===== src/rtl/core/ostm_pkg.sv =====
// Package for the overlay slot timer manager: constants, item types,
// controller states and the controller/datapath command structs. No dependencies.
package ostm_pkg;

   localparam int SLOTS = 16;
   localparam int ROWS = 12;
   localparam int SLOT_W = $clog2(SLOTS);
   localparam int MAX_OUT = 15;
   localparam logic [7:0] FOREVER = 8'd255;

   localparam logic [1:0] KIND_SET = 2'd0;
   localparam logic [1:0] KIND_DEL = 2'd1;
   localparam logic [1:0] KIND_TICK = 2'd2;
   localparam logic [1:0] KIND_SWEEP = 2'd3;

   localparam logic [1:0] ACT_STATUS = 2'd0;
   localparam logic [1:0] ACT_DRAW = 2'd1;
   localparam logic [1:0] ACT_CLEAR = 2'd2;

   localparam logic [1:0] ST_OK = 2'd0;
   localparam logic [1:0] ST_NEW = 2'd1;
   localparam logic [1:0] ST_FAIL = 2'd2;

   typedef struct packed {
      logic [1:0] kind;
      logic [7:0] id;
      logic [7:0] x_pos;
      logic [3:0] y_pos;
      logic [7:0] text_length;
      logic [7:0] duration;
   } req_type;

   typedef struct packed {
      logic [1:0] action;
      logic [7:0] out_id;
      logic [7:0] out_x;
      logic [3:0] out_row;
      logic [7:0] out_length;
      logic [1:0] status;
      logic       last;
   } rsp_type;

   typedef enum logic [3:0] {
      S_IDLE, S_FIND, S_CLEAR, S_ROWSCAN, S_PLACE, S_DRAW, S_STATUS,
      S_DELCLR, S_TICK, S_SWEEP
   } state_type;

   // controller -> datapath
   typedef struct packed {
      logic load;         // capture request, clear scan index
      logic scan_next;    // advance scan index
      logic scan_reset;   // restart scan index (before row scan)
      logic mark_row;     // accumulate busy row of current slot
      logic pick_fresh;   // latch scan index as target slot
      logic commit_place; // write slot with request and chosen row
      logic invalidate;   // clear valid of target or scanned slot
      logic use_scan;     // invalidate/emit concerns scanned slot
      logic tick_step;    // decrement scanned slot
      logic emit;
      logic [1:0] action;
      logic [1:0] status;
      logic       last;
   } cmd_type;

   // datapath -> controller
   typedef struct packed {
      logic [1:0] kind;
      logic id_valid;     // request id names a valid slot
      logic scan_done;    // scan index at last slot
      logic scan_free;    // scanned slot free (and not slot 0)
      logic scan_expired; // scanned slot valid with zero remaining
      logic sweep_full;   // MAX_OUT clears already emitted
      logic sweep_last;   // a clear of the scanned slot ends the sweep
      logic have_target;
   } stat_type;

endpackage


===== src/rtl/core/overlay_slot_timer_manager.sv =====
// Top level of the overlay slot timer manager: controller plus datapath.
// Depends on ostm_pkg, ostm_controller, ostm_datapath.
// Busy after accept until the item is done; a set with a new id runs a free-id scan and then a row scan,
// and ends after the free-id scan when no id is free. One item at a time.
// Results leave on rsp_strobe in the cycle after they are formed; receiver cannot stall.
// Synchronous reset clears all slots to free and returns the controller to idle.
module overlay_slot_timer_manager (
   input  logic              clock,
   input  logic              reset,
   input  logic              start,
   output logic              busy,
   input  ostm_pkg::req_type req_item,
   output logic              rsp_strobe,
   output ostm_pkg::rsp_type rsp_item
);

   ostm_pkg::cmd_type  cmd;
   ostm_pkg::stat_type stat;

   ostm_controller u_ctrl (
      .clock(clock), .reset(reset), .start(start), .busy(busy),
      .stat(stat), .cmd(cmd)
   );

   ostm_datapath u_dp (
      .clock(clock), .reset(reset), .req_item(req_item), .cmd(cmd),
      .stat(stat), .rsp_strobe(rsp_strobe), .rsp_item(rsp_item)
   );

endmodule


===== src/rtl/core/ostm_datapath.sv =====
// Datapath of the overlay slot timer manager: slot table, scan index,
// busy-row accumulation and result register. Depends on ostm_pkg.
module ostm_datapath (
   input  logic             clock,
   input  logic             reset,
   input  ostm_pkg::req_type req_item,
   input  ostm_pkg::cmd_type cmd,
   output ostm_pkg::stat_type stat,
   output logic             rsp_strobe,
   output ostm_pkg::rsp_type rsp_item
);

   localparam int SW = ostm_pkg::SLOT_W;

   logic [ostm_pkg::SLOTS-1:0] valid_ff, valid_in;
   logic [7:0] x_ff [ostm_pkg::SLOTS];
   logic [3:0] row_ff [ostm_pkg::SLOTS];
   logic [7:0] len_ff [ostm_pkg::SLOTS];
   logic [7:0] rem_ff [ostm_pkg::SLOTS];

   ostm_pkg::req_type req_ff;
   logic [SW-1:0] scan_ff, scan_in;
   logic [SW-1:0] tgt_ff;
   logic          tgt_set_ff, tgt_set_in;
   logic [15:0]   busy_ff, busy_in;
   logic [15:0]   free_rows;
   logic [3:0]    chosen;
   logic [3:0]    cnt_ff, cnt_in;
   logic          strobe_ff;
   ostm_pkg::rsp_type rsp_ff, rsp_in;
   logic [SW-1:0] sel;
   logic          id_ok;
   logic [3:0]    first_free;
   logic          any_free;
   logic          later_expired;

   assign id_ok = (req_ff.id != 8'd0) && (req_ff.id < 8'(ostm_pkg::SLOTS));
   assign sel = cmd.use_scan ? scan_ff : tgt_ff;

   // an updated slot gives up its own row before the new row is chosen
   always_comb begin
      free_rows = ~busy_ff;
      if (valid_ff[tgt_ff] && row_ff[tgt_ff] < 4'(ostm_pkg::ROWS))
         free_rows[row_ff[tgt_ff]] = 1'b1;
      first_free = 4'd0;
      any_free = 1'b0;
      for (int i = ostm_pkg::ROWS - 1; i >= 0; i--) begin
         if (free_rows[i]) begin
            first_free = 4'(i);
            any_free = 1'b1;
         end
      end
      if (req_ff.y_pos < 4'(ostm_pkg::ROWS) && free_rows[req_ff.y_pos])
         chosen = req_ff.y_pos;
      else if (any_free)
         chosen = first_free;
      else
         chosen = req_ff.y_pos;
   end

   always_comb begin
      later_expired = 1'b0;
      for (int i = 0; i < ostm_pkg::SLOTS; i++) begin
         if (i > int'(scan_ff) && valid_ff[i] && rem_ff[i] == 8'd0)
            later_expired = 1'b1;
      end
   end

   always_comb begin
      stat.kind = req_ff.kind;
      stat.id_valid = id_ok && valid_ff[req_ff.id[SW-1:0]];
      stat.scan_done = (scan_ff == SW'(ostm_pkg::SLOTS - 1));
      stat.scan_free = !valid_ff[scan_ff] && (scan_ff != '0);
      stat.scan_expired = valid_ff[scan_ff] && (rem_ff[scan_ff] == 8'd0);
      stat.sweep_full = (cnt_ff == 4'(ostm_pkg::MAX_OUT));
      stat.sweep_last = !later_expired || (cnt_ff == 4'(ostm_pkg::MAX_OUT - 1));
      stat.have_target = tgt_set_ff;
   end

   always_comb begin
      scan_in = scan_ff;
      if (cmd.load || cmd.scan_reset) scan_in = '0;
      else if (cmd.scan_next) scan_in = scan_ff + 1'b1;
      busy_in = busy_ff;
      if (cmd.load) busy_in = '0;
      else if (cmd.mark_row && valid_ff[scan_ff] && row_ff[scan_ff] < 4'(ostm_pkg::ROWS))
         busy_in[row_ff[scan_ff]] = 1'b1;
      tgt_set_in = tgt_set_ff;
      if (cmd.load) tgt_set_in = 1'b0;
      else if (cmd.pick_fresh) tgt_set_in = 1'b1;
      valid_in = valid_ff;
      if (cmd.commit_place) valid_in[tgt_ff] = 1'b1;
      if (cmd.invalidate) valid_in[sel] = 1'b0;
      cnt_in = cnt_ff;
      if (cmd.load) cnt_in = '0;
      else if (cmd.emit) cnt_in = cnt_ff + 1'b1;
      rsp_in = '0;
      rsp_in.action = cmd.action;
      rsp_in.status = cmd.status;
      rsp_in.last = cmd.last;
      case (cmd.action)
         ostm_pkg::ACT_STATUS: begin
            rsp_in.out_id = (cmd.status == ostm_pkg::ST_FAIL && req_ff.kind ==
               ostm_pkg::KIND_SET) ? 8'd0 :
               (cmd.status == ostm_pkg::ST_FAIL) ? req_ff.id : 8'(tgt_ff);
         end
         default: begin
            rsp_in.out_id = 8'(sel);
            rsp_in.out_x = x_ff[sel];
            rsp_in.out_row = row_ff[sel];
            rsp_in.out_length = len_ff[sel];
         end
      endcase
   end

   always_ff @(posedge clock) begin
      if (reset) begin
         valid_ff <= '0;
         strobe_ff <= 1'b0;
         tgt_set_ff <= 1'b0;
         cnt_ff <= '0;
      end else begin
         valid_ff <= valid_in;
         strobe_ff <= cmd.emit;
         tgt_set_ff <= tgt_set_in;
         cnt_ff <= cnt_in;
      end
   end

   always_ff @(posedge clock) begin
      scan_ff <= scan_in;
      busy_ff <= busy_in;
      rsp_ff <= rsp_in;
      if (cmd.load) begin
         req_ff <= req_item;
         tgt_ff <= req_item.id[SW-1:0];
      end else if (cmd.pick_fresh) begin
         tgt_ff <= scan_ff;
      end
      if (cmd.commit_place) begin
         x_ff[tgt_ff] <= req_ff.x_pos;
         row_ff[tgt_ff] <= chosen;
         len_ff[tgt_ff] <= req_ff.text_length;
         rem_ff[tgt_ff] <= req_ff.duration;
      end
      if (cmd.tick_step && valid_ff[scan_ff] && rem_ff[scan_ff] != 8'd0
          && rem_ff[scan_ff] != ostm_pkg::FOREVER)
         rem_ff[scan_ff] <= rem_ff[scan_ff] - 8'd1;
   end

   assign rsp_strobe = strobe_ff;
   assign rsp_item = rsp_ff;

`ifndef NO_ASSERTIONS
   a_place_target: assert property (@(posedge clock) disable iff (reset)
      cmd.commit_place |=> valid_ff[$past(tgt_ff)])
      else $error("placed slot not valid");
   a_no_zero_slot: assert property (@(posedge clock) disable iff (reset)
      cmd.commit_place |-> tgt_ff != '0)
      else $error("slot zero placed");
   a_sweep_bound: assert property (@(posedge clock) disable iff (reset)
      cnt_ff <= 4'(ostm_pkg::MAX_OUT))
      else $error("sweep overflow");
`endif

endmodule


===== src/rtl/core/ostm_controller.sv =====
// Controller state machine of the overlay slot timer manager: sequences
// scans and result emission. Depends on ostm_pkg.
module ostm_controller (
   input  logic              clock,
   input  logic              reset,
   input  logic              start,
   output logic              busy,
   input  ostm_pkg::stat_type stat,
   output ostm_pkg::cmd_type  cmd
);

   ostm_pkg::state_type state_ff, state_in;

   always_ff @(posedge clock) begin
      if (reset) state_ff <= ostm_pkg::S_IDLE;
      else state_ff <= state_in;
   end

   always_comb begin
      state_in = state_ff;
      case (state_ff)
         ostm_pkg::S_IDLE: if (start) state_in = ostm_pkg::S_FIND;
         ostm_pkg::S_FIND: begin
            case (stat.kind)
               ostm_pkg::KIND_SET: begin
                  if (stat.id_valid) state_in = ostm_pkg::S_CLEAR;
                  else if (stat.have_target) state_in = ostm_pkg::S_ROWSCAN;
                  else if (stat.scan_free) state_in = ostm_pkg::S_ROWSCAN;
                  else if (stat.scan_done) state_in = ostm_pkg::S_STATUS;
               end
               ostm_pkg::KIND_DEL:
                  state_in = stat.id_valid ? ostm_pkg::S_DELCLR : ostm_pkg::S_STATUS;
               ostm_pkg::KIND_TICK: state_in = ostm_pkg::S_TICK;
               default: state_in = ostm_pkg::S_SWEEP;
            endcase
         end
         ostm_pkg::S_CLEAR: state_in = ostm_pkg::S_ROWSCAN;
         ostm_pkg::S_ROWSCAN: if (stat.scan_done) state_in = ostm_pkg::S_PLACE;
         ostm_pkg::S_PLACE: state_in = ostm_pkg::S_DRAW;
         ostm_pkg::S_DRAW: state_in = ostm_pkg::S_STATUS;
         ostm_pkg::S_STATUS: state_in = ostm_pkg::S_IDLE;
         ostm_pkg::S_DELCLR: state_in = ostm_pkg::S_STATUS;
         ostm_pkg::S_TICK: if (stat.scan_done) state_in = ostm_pkg::S_IDLE;
         ostm_pkg::S_SWEEP: if (stat.scan_done) state_in = ostm_pkg::S_IDLE;
         default: state_in = ostm_pkg::S_IDLE;
      endcase
   end

   // the status after a set whose id was valid reports ST_OK rather than ST_NEW
   logic updated_ff, updated_in;
   logic failed_ff, failed_in;

   always_ff @(posedge clock) begin
      if (reset) begin
         updated_ff <= 1'b0;
         failed_ff <= 1'b0;
      end else begin
         updated_ff <= updated_in;
         failed_ff <= failed_in;
      end
   end

   always_comb begin
      cmd = '0;
      updated_in = updated_ff;
      failed_in = failed_ff;
      busy = (state_ff != ostm_pkg::S_IDLE);
      case (state_ff)
         ostm_pkg::S_IDLE: begin
            cmd.load = start;
            updated_in = 1'b0;
            failed_in = 1'b0;
         end
         ostm_pkg::S_FIND: begin
            case (stat.kind)
               ostm_pkg::KIND_SET: begin
                  if (stat.id_valid) begin
                     updated_in = 1'b1;
                  end else if (stat.scan_free) begin
                     cmd.pick_fresh = 1'b1;
                     cmd.scan_reset = 1'b1;
                  end else if (stat.scan_done) begin
                     failed_in = 1'b1;
                  end else begin
                     cmd.scan_next = 1'b1;
                  end
               end
               ostm_pkg::KIND_DEL: failed_in = !stat.id_valid;
               default: ;
            endcase
         end
         ostm_pkg::S_CLEAR: begin
            cmd.emit = 1'b1;
            cmd.action = ostm_pkg::ACT_CLEAR;
            cmd.scan_reset = 1'b1;
         end
         ostm_pkg::S_ROWSCAN: begin
            cmd.mark_row = 1'b1;
            cmd.scan_next = 1'b1;
         end
         ostm_pkg::S_PLACE: cmd.commit_place = 1'b1;
         ostm_pkg::S_DRAW: begin
            cmd.emit = 1'b1;
            cmd.action = ostm_pkg::ACT_DRAW;
         end
         ostm_pkg::S_STATUS: begin
            cmd.emit = 1'b1;
            cmd.last = 1'b1;
            cmd.action = ostm_pkg::ACT_STATUS;
            if (failed_ff) cmd.status = ostm_pkg::ST_FAIL;
            else if (stat.kind == ostm_pkg::KIND_SET && !updated_ff)
               cmd.status = ostm_pkg::ST_NEW;
            else cmd.status = ostm_pkg::ST_OK;
         end
         ostm_pkg::S_DELCLR: begin
            cmd.emit = 1'b1;
            cmd.action = ostm_pkg::ACT_CLEAR;
            cmd.invalidate = 1'b1;
         end
         ostm_pkg::S_TICK: begin
            cmd.tick_step = 1'b1;
            cmd.scan_next = 1'b1;
         end
         ostm_pkg::S_SWEEP: begin
            cmd.scan_next = 1'b1;
            cmd.use_scan = 1'b1;
            if (stat.scan_expired && !stat.sweep_full) begin
               cmd.emit = 1'b1;
               cmd.invalidate = 1'b1;
               cmd.action = ostm_pkg::ACT_CLEAR;
               cmd.last = stat.sweep_last;
            end
         end
         default: ;
      endcase
   end

`ifndef NO_ASSERTIONS
   a_busy_idle: assert property (@(posedge clock) disable iff (reset)
      (state_ff == ostm_pkg::S_IDLE) |-> !cmd.emit)
      else $error("emit while idle");
   a_start_leave: assert property (@(posedge clock) disable iff (reset)
      (!busy && start) |=> busy)
      else $error("accepted item not started");
   a_status_last: assert property (@(posedge clock) disable iff (reset)
      (state_ff == ostm_pkg::S_STATUS) |=> !busy)
      else $error("status not final");
`endif

endmodule

===== config.mk =====
export PLATFORM = sky130hd
export DESIGN_NAME = overlay_slot_timer_manager
export DESIGN_NICKNAME = d
export VERILOG_FILES = /design/src/rtl/core/ostm_pkg.sv /design/src/rtl/core/overlay_slot_timer_manager.sv /design/src/rtl/core/ostm_datapath.sv /design/src/rtl/core/ostm_controller.sv
export SDC_FILE = /design/constraint.sdc
export NUM_CORES = 1
export LEC_CHECK = 0
export ABC_AREA = 1
export BUFFER_PORTS_ARGS = -buffer_cell sky130_fd_sc_hd__buf_2
export CORE_ASPECT_RATIO = 2
export CORE_MARGIN = 2
export CORE_UTILIZATION = 42
export DETAILED_ROUTE_END_ITERATION = 6
export GPL_ROUTABILITY_DRIVEN = 0
export HOLD_SLACK_MARGIN = 0.08
export PLACE_DENSITY_LB_ADDON = 0.3
export SLEW_MARGIN = 25
export SYNTH_ARGS = -nofsm -noshare
export SYNTH_HDL_FRONTEND = slang
export SYNTH_SLANG_ARGS = --single-unit

===== constraint.sdc =====
create_clock -name clock -period 5.1 [get_ports clock]
set_clock_uncertainty 0.2 [all_clocks]
set_input_delay 1.275 -clock clock [delete_from_list [all_inputs] [get_ports clock]]
set_output_delay 1.275 -clock clock [all_outputs]
set_load 0.03 [all_outputs]

### After elaboration in Yosys (flattened, before gate mapping)

Memories as Yosys holds them, arrays and structs flattened. A register that Yosys moved wholly into a read port is not among the register bits.
Cells that the tools add are included.

| word-level totals | value |
|---|---|
| logic and storage cells | 302 |
| output and inout bits | 35 |
| memories kept | 4 |
| input bits | 41 |
| register bits after elaboration | 103 |
| RAM bits | 448 |

Memories:

| name | depth | width | read ports | clocked after memory_dff | wr ports | RTL line | text |
|---|---|---|---|---|---|---|---|
| u_dp.len_ff | 16 | 8 | 1 | 1 | 1 | ostm_datapath.sv:18 | `logic [7:0] len_ff [ostm_pkg::SLOTS];` |
| u_dp.rem_ff | 16 | 8 | 16 | 1 | 1 | ostm_datapath.sv:19 | `logic [7:0] rem_ff [ostm_pkg::SLOTS];` |
| u_dp.x_ff | 16 | 8 | 1 | 1 | 1 | ostm_datapath.sv:16 | `logic [7:0] x_ff [ostm_pkg::SLOTS];` |
| u_dp.row_ff | 16 | 4 | 3 | 3 | 1 | ostm_datapath.sv:17 | `logic [3:0] row_ff [ostm_pkg::SLOTS];` |

| operators by class | value |
|---|---|
| reduce and logical (&&, ||, !) cells | 90 |
| bitwise gates (word level) | 8 |
| $lt $le $gt $ge | 30 |
| $add $sub $neg | 3 |
| equal/unequal tests | 26 |
| multiplexer cells | 120 |

Operators by type and width:

| cell | number |
|---|---|
| $mux 4 | 33 |
| $logic_not 8->1 | 16 |
| $mux 1 | 60 |
| $logic_and 1x1->1 | 48 |
| $mux 16 | 3 |
| $or 16x16->16 | 3 |
| $lt 4x5->1 const B | 7 |
| $gt 4x4->1 const A | 8 |
| $not 16->16 | 2 |
| $pmux 4 s7 | 1 |
| $eq 4x4->1 const B | 5 |
| $and 16x16->16 | 1 |
| $bmux 1 s4 | 4 |
| $demux 1 s4 | 4 |
| $eq 4x3->1 const B | 4 |
| $ge 4x1->1 const B | 4 |
| $gt 3x4->1 const A | 4 |
| $reduce_bool 8->1 | 2 |
| $pmux 1 s2 | 7 |
| $lt 4x4->1 const B | 3 |
| $pmux 3 s4 | 1 |
| $pmux 4 s3 | 1 |
| $ne 3x3->1 const B | 3 |
| $add 4x1->4 const B | 2 |
| 29 further kinds | 51 |

### Longest topological paths before layout

Gate-level depths: netlist of run 1.

| depth | value |
|---|---|
| depth after elaboration | 22 |
| depth in mapped cells | 24 |
| mapped depth without buffers | 23 |

### Cells and area by module

A second synthesis of run 1 with hierarchy kept.

| unflattened totals | value |
|---|---|
| cell total of the unflattened synthesis | 2,434 |
| area total of the unflattened synthesis | 25,857.3 um^2 |

By module, submodules not included:

| module | seq. area each (um^2) | cells an instance | area each (um^2) | instances |
|---|---|---|---|---|
| ostm_datapath | 16,295.6 | 2,321 | 25,176.6 | 1 |
| ostm_controller | 120.1 | 113 | 680.7 | 1 |

### Least setup slack after synthesis of run 1

OpenSTA, ideal clock, no wires.

| path | value |
|---|---|
| kind | input to register |
| from | input port start |
| to | register u_dp.req_ff[0] in the netlist's numbering, enable pin |
| arrival time | 3.021 ns |
| slack | 1.462 ns |
| data required time | 4.483 ns |
| stages on the path | 4 |
| path buffers | 2 |
| setup time | 0.417 ns |
| path through | inv_1 -> nor2_1 -> clkbuf_1 -> clkbuf_1 |

RTL lines:

| what | RTL line | text |
|---|---|---|
| start: declaration | overlay_slot_timer_manager.sv:10 | `input logic start,` |
| end signal: assignment | ostm_datapath.sv:135 | `req_ff <= req_item;` |
| end: declaration | ostm_datapath.sv:21 | `ostm_pkg::req_type req_ff;` |

==> results by group, run 1 <==
Route
  • Final WL: 69200 um
  • DRC violations left: 0
  • Final ANT Viol Nets: 0
  • Vias: between 15000 and 20000
  • Max layer used: met5
  • Met3 WL: 6280 um
  • WL met2: around 32000 um
  • Routed WL per cell: 22.7 um
  • Average vias per placed instance: around 5.8
  • Met1 wire length: 27800 um
  • Iter 0 DRT Violations: 2554
  • Drt pass-1 iters: 6

Worst setup path
  • Critical Path RT: 5.13 ns
  • Critical Path Sink Type: register
  • Slowest-stage cell, CP: nor2_1
  • Worst path cell trace: buf_4 -> buf_4 -> a21oi_1 -> o21ai_0 -> o211ai_1 -> nand3_1 -> nand2_1 -> nor3_2 -> nand4_1 -> nand3_2 -> o21ai_0 -> inv_1 -> nand3_1 -> nor2_1
  • R2R depth: 14
  • Crit path kind: register to register
  • WP data arrival: 4.35 ns
  • Worst path max stage delay: roughly 0.58 ns
  • CP max FO: 68
  • Worst Setup Start Kind: register

Clock network
  • Clock Tree Root: clkbuf_16
  • Post_cts resized: 0
  • CTS Sinks: 575
  • Total CTS buffers: 50
  • Setup bufs post-CTS: 0
  • Clock Pin Slew Worst Setup and Hold Paths: 0.06 ns
  • Hold Buf Count CTS: 0
  • Htree depth: 2
  • Clock buffer depth: 3
  • Worst skew pair latency: 0.60 ns
  • CTS tree: done

Cells and area
  • Fill cells: 5157
  • Post-layout net count: 2295
  • Syn-to-layout area delta: 12.1%
  • Share of cells above drive strength 1: 0.109
  • ANT cells: 0
  • Fin util: 0.474

Power and ir drop
  • Power, Total: 14000 uW
  • Comb power frac: 0.303
  • Clk network pwr share: 0.274
  • P_int: 8910 uW
  • P per Cell Area: ~510 nW/um2
  • Switching pwr: slightly above 5000 uW
  • Sw frac: 0.365
  • Pleak: roughly 0.0097 uW
  • Reg power frac: 0.422
  • Maximum VDD drop: 320 uV

GRT
  • Total global-route track usage: 0.227
  • Congestion Overflow GR: 0
  • Vias in the first global route: approximately 17000
  • Initial antenna violation count: 1
  • Largest net degree at the start of global routing: 74
  • First-pass GRT wire length: between 100000 and 150000 um

Synthesis
  • Cell count after synthesis: between 2000 and 2500
  • Sequential area share after synthesis: 0.672
  • Ys Warns: 0
  • Async set-reset flop share out of synthesis: 0
  • Synth Register Bits: 575
  • Compound-gate portion of the synthesized area: 0.141
  • Post-Synth XOR/XNOR Area: 0.00179
  • Mapped Area: 24400 um2
  • Largest family of logic cells by synthesized area: compound AO/OA/AOI/OAI gates
  • Simple-gate portion of the synthesized area: 0.131
  • EDFF count, synth: 490
  • Synth Area in Adders: 0.00410
  • Top FF cell, synth: edfxtp_1
  • Post-Syn Nets: ~2200
  • Post-synthesis mux area share: 0.000410
  • Synth Area per Inst: 11.2 um2
  • Cell variety after synth: 51

Placed design
  • Port buffer count: 75
  • Post-DP HPWL: around 42000 um

Status
  • Status: finished, final reports clean

Timing
  • Endpoints failing setup: 0
  • Fin. max-slew vios: 0
  • Fmax: 0.231 GHz
  • Sum Neg Setup Slack: 0 ns
  • Slew margin rel.: 0.330
  • Minimum clock period: 4.32 ns
  • Worst Tran Pin Value: 1.00 ns
  • RSZ-0062 raised after global routing: no
  • Final Hold Vio Count: 0
  • Final period util: 0.848

Die
  • Io pins: 76
  • Die width: 174 um
  • Die Y-Extent: 345 um
  • # rows: between 100 and 150
  • Initial Utilization: 0.423
  • Die ar.: 60200 um2
  • Core box area: 57700 um2

Job
  • MaxCap Viol Count: 0

Worst hold path
  • Hold/Removal Path Class: register to register
  • Worst hold path depth: 1
[routing by layer]
layer  GRT usage  up-vias
met1       0.306     8384
met4      0.0959        2
met5           0        -
met3      0.0328      197
li1            -     8044
met2       0.369      990
[metrics by stage]
stage | worst slack, ns | hold slack, ns | instance area, um2 | instances
after floorplan | 1.46 | 0.198 | 24400 | 2175
after global placement | 0.912 | 0.228 | 25700 | 2956
after detailed placement | 0.852 | 0.231 | 25700 | 2956
after CTS | 0.829 | 0.248 | 27400 | 3050
after global routing | 0.320 | 0.250 | 27400 | 3050
final | 0.776 | 0.246 | 27400 | 3050
[cells in the mapped netlist, drive strengths merged (6+ instances only)]
cell type	n	area, um2
nand2	374	1400
nand3	118	616
dfxtp	85	1700
o221ai	28	245
o22ai	6	37.5
ha	8	100
a41oi	21	184
a22oi	149	1120
nor4	18	113
nand4	18	113
o211ai	39	298
nor3	15	85.1
edfxtp	490	14700
clkbuf	43	163
nor2	210	806
inv	186	698
a31oi	19	119
a21oi	85	425
buf	61	345
o21ai	167	847
[path summary, 6_finish.rpt]
| kind | from | slack [ns] | to |
|---|---|---|---|
| max | register | 0.78 | u_dp.rem_ff[12][2] |
| min | u_ctrl.updated_ff | 0.25 | u_dp.rsp_item[1] |
| max reg2reg | register | 0.78 | u_dp.rem_ff[12][2] |
| min reg2reg | u_ctrl.updated_ff | 0.25 | u_dp.rsp_item[1] |
[flip-flops by register name, indices dropped and copies added (netlist names), 4 cells and up, named ones only]
register and flops:
u_ctrl.state_ff 4, u_dp.busy_ff 12, u_dp.cnt_ff 4, u_dp.len_ff 128, u_dp.rem_ff 128, u_dp.req_ff 36
u_dp.row_ff 64, u_dp.rsp_item 33, u_dp.scan_ff 4, u_dp.tgt_ff 4, u_dp.valid_ff 16, u_dp.x_ff 128
[cells by family after synthesis]
family / Yosys count
buffers and inverters: 291
xor gates and xnor gates: 5
adders and majority gates: 8
muxes: 1
DFF: 575
AOI/OAI and AO/OA: 533
and+or+nand+nor: 762
[power groups by stage]
stage	sequential [uW]	clock, uW	combinational (uW)
after floorplan	5940	0	2920
after global placement	6010	0	4150
after detailed placement	6010	0	4180
after CTS	5910	3920	4200
after global routing	5950	4090	4670
final	5920	3850	4260
[layout make-up]
class / count / area [um2] / area share
clock inverters: 27 / 304 / 0.0111
clock buffers: 67 / 1360 / 0.0495
multi-input cells: 1309 / 6860 / 0.251
well taps: 762 / 953 / 0.0349
repair buffers: 123 / 761 / 0.0278
inverters: 187 / 702 / 0.0257
flip-flops and latches: 575 / 16400 / 0.600
[worst max-delay path: cells and delay by family, from the launching register on]
family	cells	cell delay, ns
AOI/OAI and AO/OA	4	0.54
DFF	1	0.34
and+or+nand+nor	7	1.69
buffers and inverters	3	1.18
[placed cells by master, fill, tap and decap left out, types with 13 or more instances in the layout]
| cell | count |
|---|---|
| a31oi_1 | 19 |
| a21oi_1 | 85 |
| nand2_1 | 374 |
| edfxtp_1 | 490 |
| nor2_2 | 21 |
| nor3_1 | 13 |
| o211ai_1 | 38 |
| a41oi_1 | 21 |
| inv_1 | 176 |
| nor4_1 | 18 |
| o221ai_1 | 28 |
| buf_2 | 75 |
| clkbuf_1 | 13 |
| clkbuf_16 | 50 |
| o21ai_0 | 157 |
| nand3_1 | 113 |
| dfxtp_1 | 83 |
| nand4_1 | 18 |
| nor2_1 | 184 |
| buf_4 | 46 |
| a22oi_1 | 149 |
Note: power is estimated with default switching activity, not from simulation.
==> inputs of run 2 (changes only) <==
- ABC_AREA: 1 -> 0
- clock period: 5.1 -> 4.4 ns (I/O delays scaled with it)
==> results by group, run 2 <==
Cells and area
  • Register area: 16400 um2 (unchanged)
  • Largest registers: u_dp.len_ff: 128 flops, u_dp.rem_ff: 128 flops, u_dp.x_ff: 128 flops
  • Share of cells above drive strength 1: 0.182 (+0.0729)
  • Fill cells: 5042 (-2.2%)
  • Footprint of the multi-input gates: 7910 um2 (+15%)
  • Commonest non-fill, non-tap cell in the layout: edfxtp_1
  • Fin util: 0.484 (+0.00988)
  • ANT cells: 0 (unchanged)
  • Most frequent cells in the layout: 490 x edfxtp_1, 377 x nand2_1, 97 x nand3_1
  • Cell Count, Final, Fillers Out: 2771 (-9.1%)
  • Post-layout net count: 2009 (-12%)
  • Syn-to-layout area delta: 14.4%

Route
  • Vias: 16200 (-7.9%)
  • Final ANT Viol Nets: 0 (unchanged)
  • Drt pass-1 iters: 5 (-1)
  • Iter 0 DRT Violations: 1451 (-43%)
  • DRC violations left: 0 (unchanged)
  • Average vias per placed instance: 5.86 (+1.4%)
  • Final WL: 64400 um (-7.0%)
  • Routed WL per cell: 23.2 um (+2.4%)

Synthesis
  • Sequential area share after synthesis: 0.662 (-0.0109)
  • Top FF cell, synth: edfxtp_1
  • Async set-reset flop share out of synthesis: 0 (unchanged)
  • Area leader, netlist: edfxtp_1
  • Share of the synthesized area in the top cell type: 0.593 (-0.00979)
  • Post-Syn Nets: 1917 (-14%)
  • Synth Register Bits: 575 (unchanged)
  • Ys Warns: 0 (unchanged)
  • Cell count after synthesis: 1868 (-14%)
  • Mapped Area: 24800 um2 (+1.7%)
  • Most common cell in the netlist: edfxtp_1
  • Synth area leaders: edfxtp_1 59%, mux4_2 7.1%, dfxtp_1 6.9%
  • Cell variety after synth: 72 (+41%)
  • Synth Area per Inst: 13.3 um2 (+18%)
  • Synth cell count leaders: 490 x edfxtp_1, 377 x nand2_1, 107 x nor2_1, 97 x nand3_1, 94 x clkbuf_1
  • EDFF count, synth: 490 (unchanged)

Status
  • Status: finished, final reports clean

GRT
  • Initial antenna violation count: 0 (-1)
  • First-pass GRT wire length: 97900 um (-5.2%)
  • Congestion Overflow GR: 0 (unchanged)
  • Largest net degree at the start of global routing: 62 (-16%)
  • Vias in the first global route: 15900 (-4.6%)
  • Total global-route track usage: 0.210 (-0.0170)

Die
  • Initial Utilization: 0.423 (about the same)
  • Io pins: 76 (unchanged)
  • Die ar.: 61200 um2 (+1.6%)
  • Die width: 176 um (+0.80%)
  • Core box area: 58600 um2 (+1.6%)
  • # rows: 126 (+0.80%)
  • Die Y-Extent: 348 um (+0.81%)

Worst hold path
  • Hold/Removal Path Class: register to register
  • Worst hold path depth: 1 (unchanged)

Power and ir drop
  • P per Cell Area: 569 nW/um2 (+11%)
  • Power, Total: 16100 uW (+15%)
  • Maximum VDD drop: 413 uV (+29%)
  • Pleak: 0.00958 uW (-0.80%)

Worst setup path
  • Worst Setup Start Kind: register
  • R2R depth: 11 (-3)
  • CP max FO: 23 (-66%)
  • Critical Path RT: 4.47 ns (-0.66 ns)
  • R2r setup slk: 0.17 ns (-0.61 ns)
  • WP data arrival: 4.30 ns (-0.05 ns)
  • Worst reg2reg path endpoint: u_dp.rem_ff[3][2]
  • Crit path kind: register to register
  • CP endpoint: u_dp.rem_ff[3][2]
  • Critical Path Sink Type: register

Clock network
  • Htree depth: 2 (unchanged)
  • CTS tree: done
  • Setup bufs post-CTS: 0 (unchanged)
  • Clock Pin Slew Worst Setup and Hold Paths: 0.07 ns (about the same)
  • Total CTS buffers: 51 (+2.0%)
  • Clock Tree Root: clkbuf_16
  • Clock buffer depth: 3 (unchanged)
  • CTS Sinks: 575 (unchanged)
  • Worst skew pair latency: 0.61 ns (about the same)

Timing
  • Worst Hold Slack: 0.242 ns (-0.00399 ns)
  • Worst Tran Pin Value: 0.968 ns (-0.0370 ns)
  • Endpoints failing setup: 0 (unchanged)
  • Fin. max-slew vios: 0 (unchanged)
  • Slew margin rel.: 0.351 (+0.0211)
  • Minimum clock period: 4.23 ns (-0.0913 ns)
  • Sum Neg Setup Slack: 0 ns (unchanged)
  • RSZ-0062 raised after global routing: no
  • Fmax: 0.236 GHz (+2.2%)
  • Final period util: 0.962 (+0.114)
  • Final Hold Vio Count: 0 (unchanged)

Placed design
  • Port buffer count: 75 (unchanged)
  • Placed insts: 2675 (-9.5%)
  • Post-DP HPWL: 40400 um (-3.0%)

Job
  • MaxCap Viol Count: 0 (unchanged)
-- run 2: changes by cell type after synthesis, moves of 59 or more --
| cell | delta |
|---|---|
| o21ai_0 | -138 |
| a21oi_1 | -59 |
| inv_1 | -149 |
| a311oi_1 | +60 |
| mux4_2 | +78 |
| a22oi_1 | -146 |
| nor2_1 | -100 |
-- run 2: stage by stage --
step	cell area, um2	worst slack, ns
after floorplan	24800	-0.0240
after global placement	26600	0.244
after detailed placement	26600	0.107
after CTS	28400	0.0986
after global routing	28400	0.0216
final	28400	0.168
-- run 2: final cells by class --
cell class,instances,area share
Clock buffer,67,0.0485
Clock inverter,29,0.0140
Inverter,27,0.00357
Multi-Input combinational cell,1145,0.279
Sequential cell,575,0.579
Tap cell,768,0.0339
Timing Repair Buffer,160,0.0426
-- run 2: cell families (layout without fill, tap and decap cells) --
| family | after synthesis | in the layout | share of synthesized area |
|---|---|---|---|
| flip-flops | 575 | 575 | 0.662 |
| XOR/XNOR | 14 | 14 | 0.00494 |
| adder cells (fa/ha/maj) | 8 | 8 | 0.00403 |
| AO/OA/AOI/OAI | 248 | 248 | 0.0743 |
| AND/OR/NAND/NOR | 746 | 746 | 0.136 |
| multiplexers | 129 | 129 | 0.0936 |
| buffers and inverters | 148 | 283 | 0.0253 |
-- run 2: critical path, stage by stage, from the launching register on --
cell and delay, ns:
dfxtp_4 0.49, buf_4 0.30, mux4_2 0.54, mux2i_1 0.23
mux2i_1 0.18, and4_1 0.26, a41oi_1 0.33, o21ai_1 0.17
buf_12 0.19, or3_1 0.39, o31a_1 0.30, a21oi_4 0.30
-- run 2: what timing repair did --
item	in CTS	in global routing
gates resized for setup	0	2
setup endpoints to repair	0	16
hold buffers	0	0
-- run 2: how the worst min path moves through the flow --
stage                 startpoint                to  slack (ns)
2_1_floorplan  u_ctrl.updated_ff  u_dp.rsp_item[1]        0.20
3_3_place_gp   u_ctrl.updated_ff  u_dp.rsp_item[1]        0.22
3_5_place_dp   u_ctrl.updated_ff  u_dp.rsp_item[1]        0.22
4_1_cts        u_ctrl.updated_ff  u_dp.rsp_item[1]        0.24
5_1_grt        u_ctrl.updated_ff  u_dp.rsp_item[1]        0.25
6_report       u_ctrl.updated_ff  u_dp.rsp_item[1]        0.24
-- run 2: layer usage --
| layer | GRT usage | up-vias | part of all wire |
|---|---|---|---|
| met5 | 0 | - | 0 |
| met4 | 0.0828 | 0 | 0.037 |
| met3 | 0.0240 | 142 | 0.059 |
| met2 | 0.352 | 656 | 0.49 |
| met1 | 0.280 | 8109 | 0.41 |
| li1 | - | 7322 | - |
-- run 2: power by group --
group          internal (uW)  leakage (uW)  switching, uW
Clock                   2700      0.000853           2020
Combinational           1620       0.00361           2870
Sequential              6520       0.00512            411
Total                  10800       0.00958           5310
==> inputs of run 3 (changes only) <==
- PLACE_DENSITY_LB_ADDON: 0.3 -> not set
==> results by group, run 3 (synthesized netlist as in run 2, its figures left out) <==
Timing
  • Endpoints failing setup: 0 (unchanged)
  • Fmax: 0.241 GHz (+2.0%)
  • Fin. max-slew vios: 0 (unchanged)
  • Final Hold Vio Count: 0 (unchanged)
  • Final period util: 0.943 (-0.0185)
  • Minimum clock period: 4.15 ns (-0.0814 ns)
  • Slew margin rel.: 0.311 (-0.0399)
  • Final setup margin: 0.249 ns (+0.0814 ns)
  • Worst Tran Pin Value: 1.03 ns (+0.0664 ns)

Worst setup path
  • Worst path max stage delay: 0.69 ns (+0.15 ns)
  • Worst Setup Start Kind: register
  • Top Family by Delay on Critical Path: compound AO/OA/AOI/OAI gates
  • CP max FO: 12 (-48%)
  • Slowest-stage cell, CP: o22ai_1
  • Critical Path RT: 4.41 ns (-0.06 ns)
  • Critical Path Sink Type: register
  • Crit path buf inv count: 2 (unchanged)
  • WP data arrival: 4.16 ns (-0.14 ns)
  • Worst path cell trace: buf_4 -> mux4_2 -> mux2i_1 -> mux2i_1 -> and4_1 -> a41oi_1 -> o21ai_1 -> buf_4 -> nand2b_1 -> o22ai_1
  • R2r setup slk: 0.25 ns (+0.08 ns)
  • Crit path kind: register to register

Clock network
  • Hold Buf Count CTS: 0 (unchanged)
  • Total CTS buffers: 51 (unchanged)
  • Worst skew pair latency: 0.60 ns (about the same)
  • Clock Tree Root: clkbuf_16
  • Clock buffer depth: 3 (unchanged)
  • Htree depth: 2 (unchanged)
  • CTS tree: done
  • CTS Sinks: 575 (unchanged)
  • Clock Pin Slew Worst Setup and Hold Paths: 0.07 ns (about the same)

Placed design
  • Post-DP HPWL: 40000 um (-0.99%)
  • Placed insts: 2674 (-0.037%)
  • Placed Area: 26500 um2 (-0.18%)
  • Port buffer count: 75 (unchanged)
  • Pre-CTS setup slack: 0.236 ns (+0.129 ns)

Route
  • Final ANT Viol Nets: 0 (unchanged)
  • Drt pass-1 iters: 6 (+1)
  • Iter 0 DRT Violations: 1420 (-2.1%)
  • Vias: 16200 (-0.15%)
  • Routed WL per cell: 23.3 um (about the same)
  • DRC violations left: 0 (unchanged)
  • Average vias per placed instance: 5.85 (about the same)
  • Final WL: 64400 um (about the same)

Die
  • Die Y-Extent: 348 um (unchanged)
  • Io pins: 76 (unchanged)
  • Die width: 176 um (unchanged)
  • # rows: 126 (unchanged)
  • Core box area: 58600 um2 (unchanged)
  • Initial Utilization: 0.423 (unchanged)
  • Die ar.: 61200 um2 (unchanged)

Cells and area
  • Post-route cell area: 28300 um2 (-0.36%)
  • ANT cells: 0 (unchanged)
  • Largest registers: u_dp.len_ff: 128 flops, u_dp.rem_ff: 128 flops, u_dp.x_ff: 128 flops
  • Commonest non-fill, non-tap cell in the layout: edfxtp_1
  • Cell Count, Final, Fillers Out: 2768 (-0.11%)
  • Share of cells above drive strength 1: 0.183 (+0.00127)
  • Syn-to-layout area delta: 13.9%
  • Post-layout net count: 2008 (-0.050%)
  • Most frequent cells in the layout: 490 x edfxtp_1, 377 x nand2_1, 97 x nand3_1

GRT
  • Vias in the first global route: 15600 (-2.0%)
  • Initial antenna violation count: 0 (unchanged)
  • Congestion Overflow GR: 0 (unchanged)
  • Largest net degree at the start of global routing: 85 (+37%)
  • First-pass GRT wire length: 97500 um (-0.39%)
  • Total global-route track usage: 0.210 (about the same)

Power and ir drop
  • Pleak: 0.00952 uW (-0.66%)
  • Power, Total: 15900 uW (-1.3%)
  • P per Cell Area: 564 nW/um2 (-0.96%)
  • Maximum VDD drop: 408 uV (-1.3%)

Job
  • MaxCap Viol Count: 0 (unchanged)

Status
  • Status: finished, final reports clean

Worst hold path
  • Hold/Removal Path Class: register to register
run 3: timing repair:
action | CTS | global route
setup buffers | 0 | 0
gates resized for setup | 0 | 2
endpoints found under the setup margin | 0 | 16
run 3: layer usage:
metal / GRT usage / part of all wire / up-vias
li1: - / - / 7318
met1: 0.282 / 0.41 / 8166
met2: 0.359 / 0.50 / 609
met3: 0.0254 / 0.058 / 111
met4: 0.0626 / 0.026 / 0
met5: 0 / 0 / -
run 3: worst reg2reg max path, delay by kind of cell, from the launching register on:
kind	cells	cell delay [ns]
AOI/OAI and AO/OA	3	1.16
muxes	3	0.93
and+or+nand+nor	2	0.49
buffers and inverters	2	0.49
DFF	1	0.49
run 3: layout make-up:
type	count	area [um2]
clock buffers	63	1390
clock inverters	31	330
fillers	5183	30400
inverters	27	101
multi-input cells	1145	7940
flip-flops and latches	575	16400
well taps	768	961
repair buffers	159	1130
run 3: metrics by stage:
stage                util   TNS, ns  hold slack [ns]
floorplan               -    -0.768            0.200
global placement    0.452         0            0.219
detailed placement  0.452         0            0.220
CTS                 0.482         0            0.245
global route        0.482  -0.00206            0.263
finish              0.482         0            0.246
run 3: report_power, final:
part	internal (uW)	switching (uW)
Clock	2560	2020
Combinational	1560	2860
Sequential	6520	412
Total	10600	5290
run 3: worst paths after layout:
kind	from	end	depth (start not counted)
hold / removal	u_ctrl.updated_ff	u_dp.rsp_item[1]	1
setup reg to reg	register	u_dp.rem_ff[12][3]	10
setup / recovery	register	u_dp.rem_ff[12][3]	10
hold reg to reg	u_ctrl.updated_ff	u_dp.rsp_item[1]	1
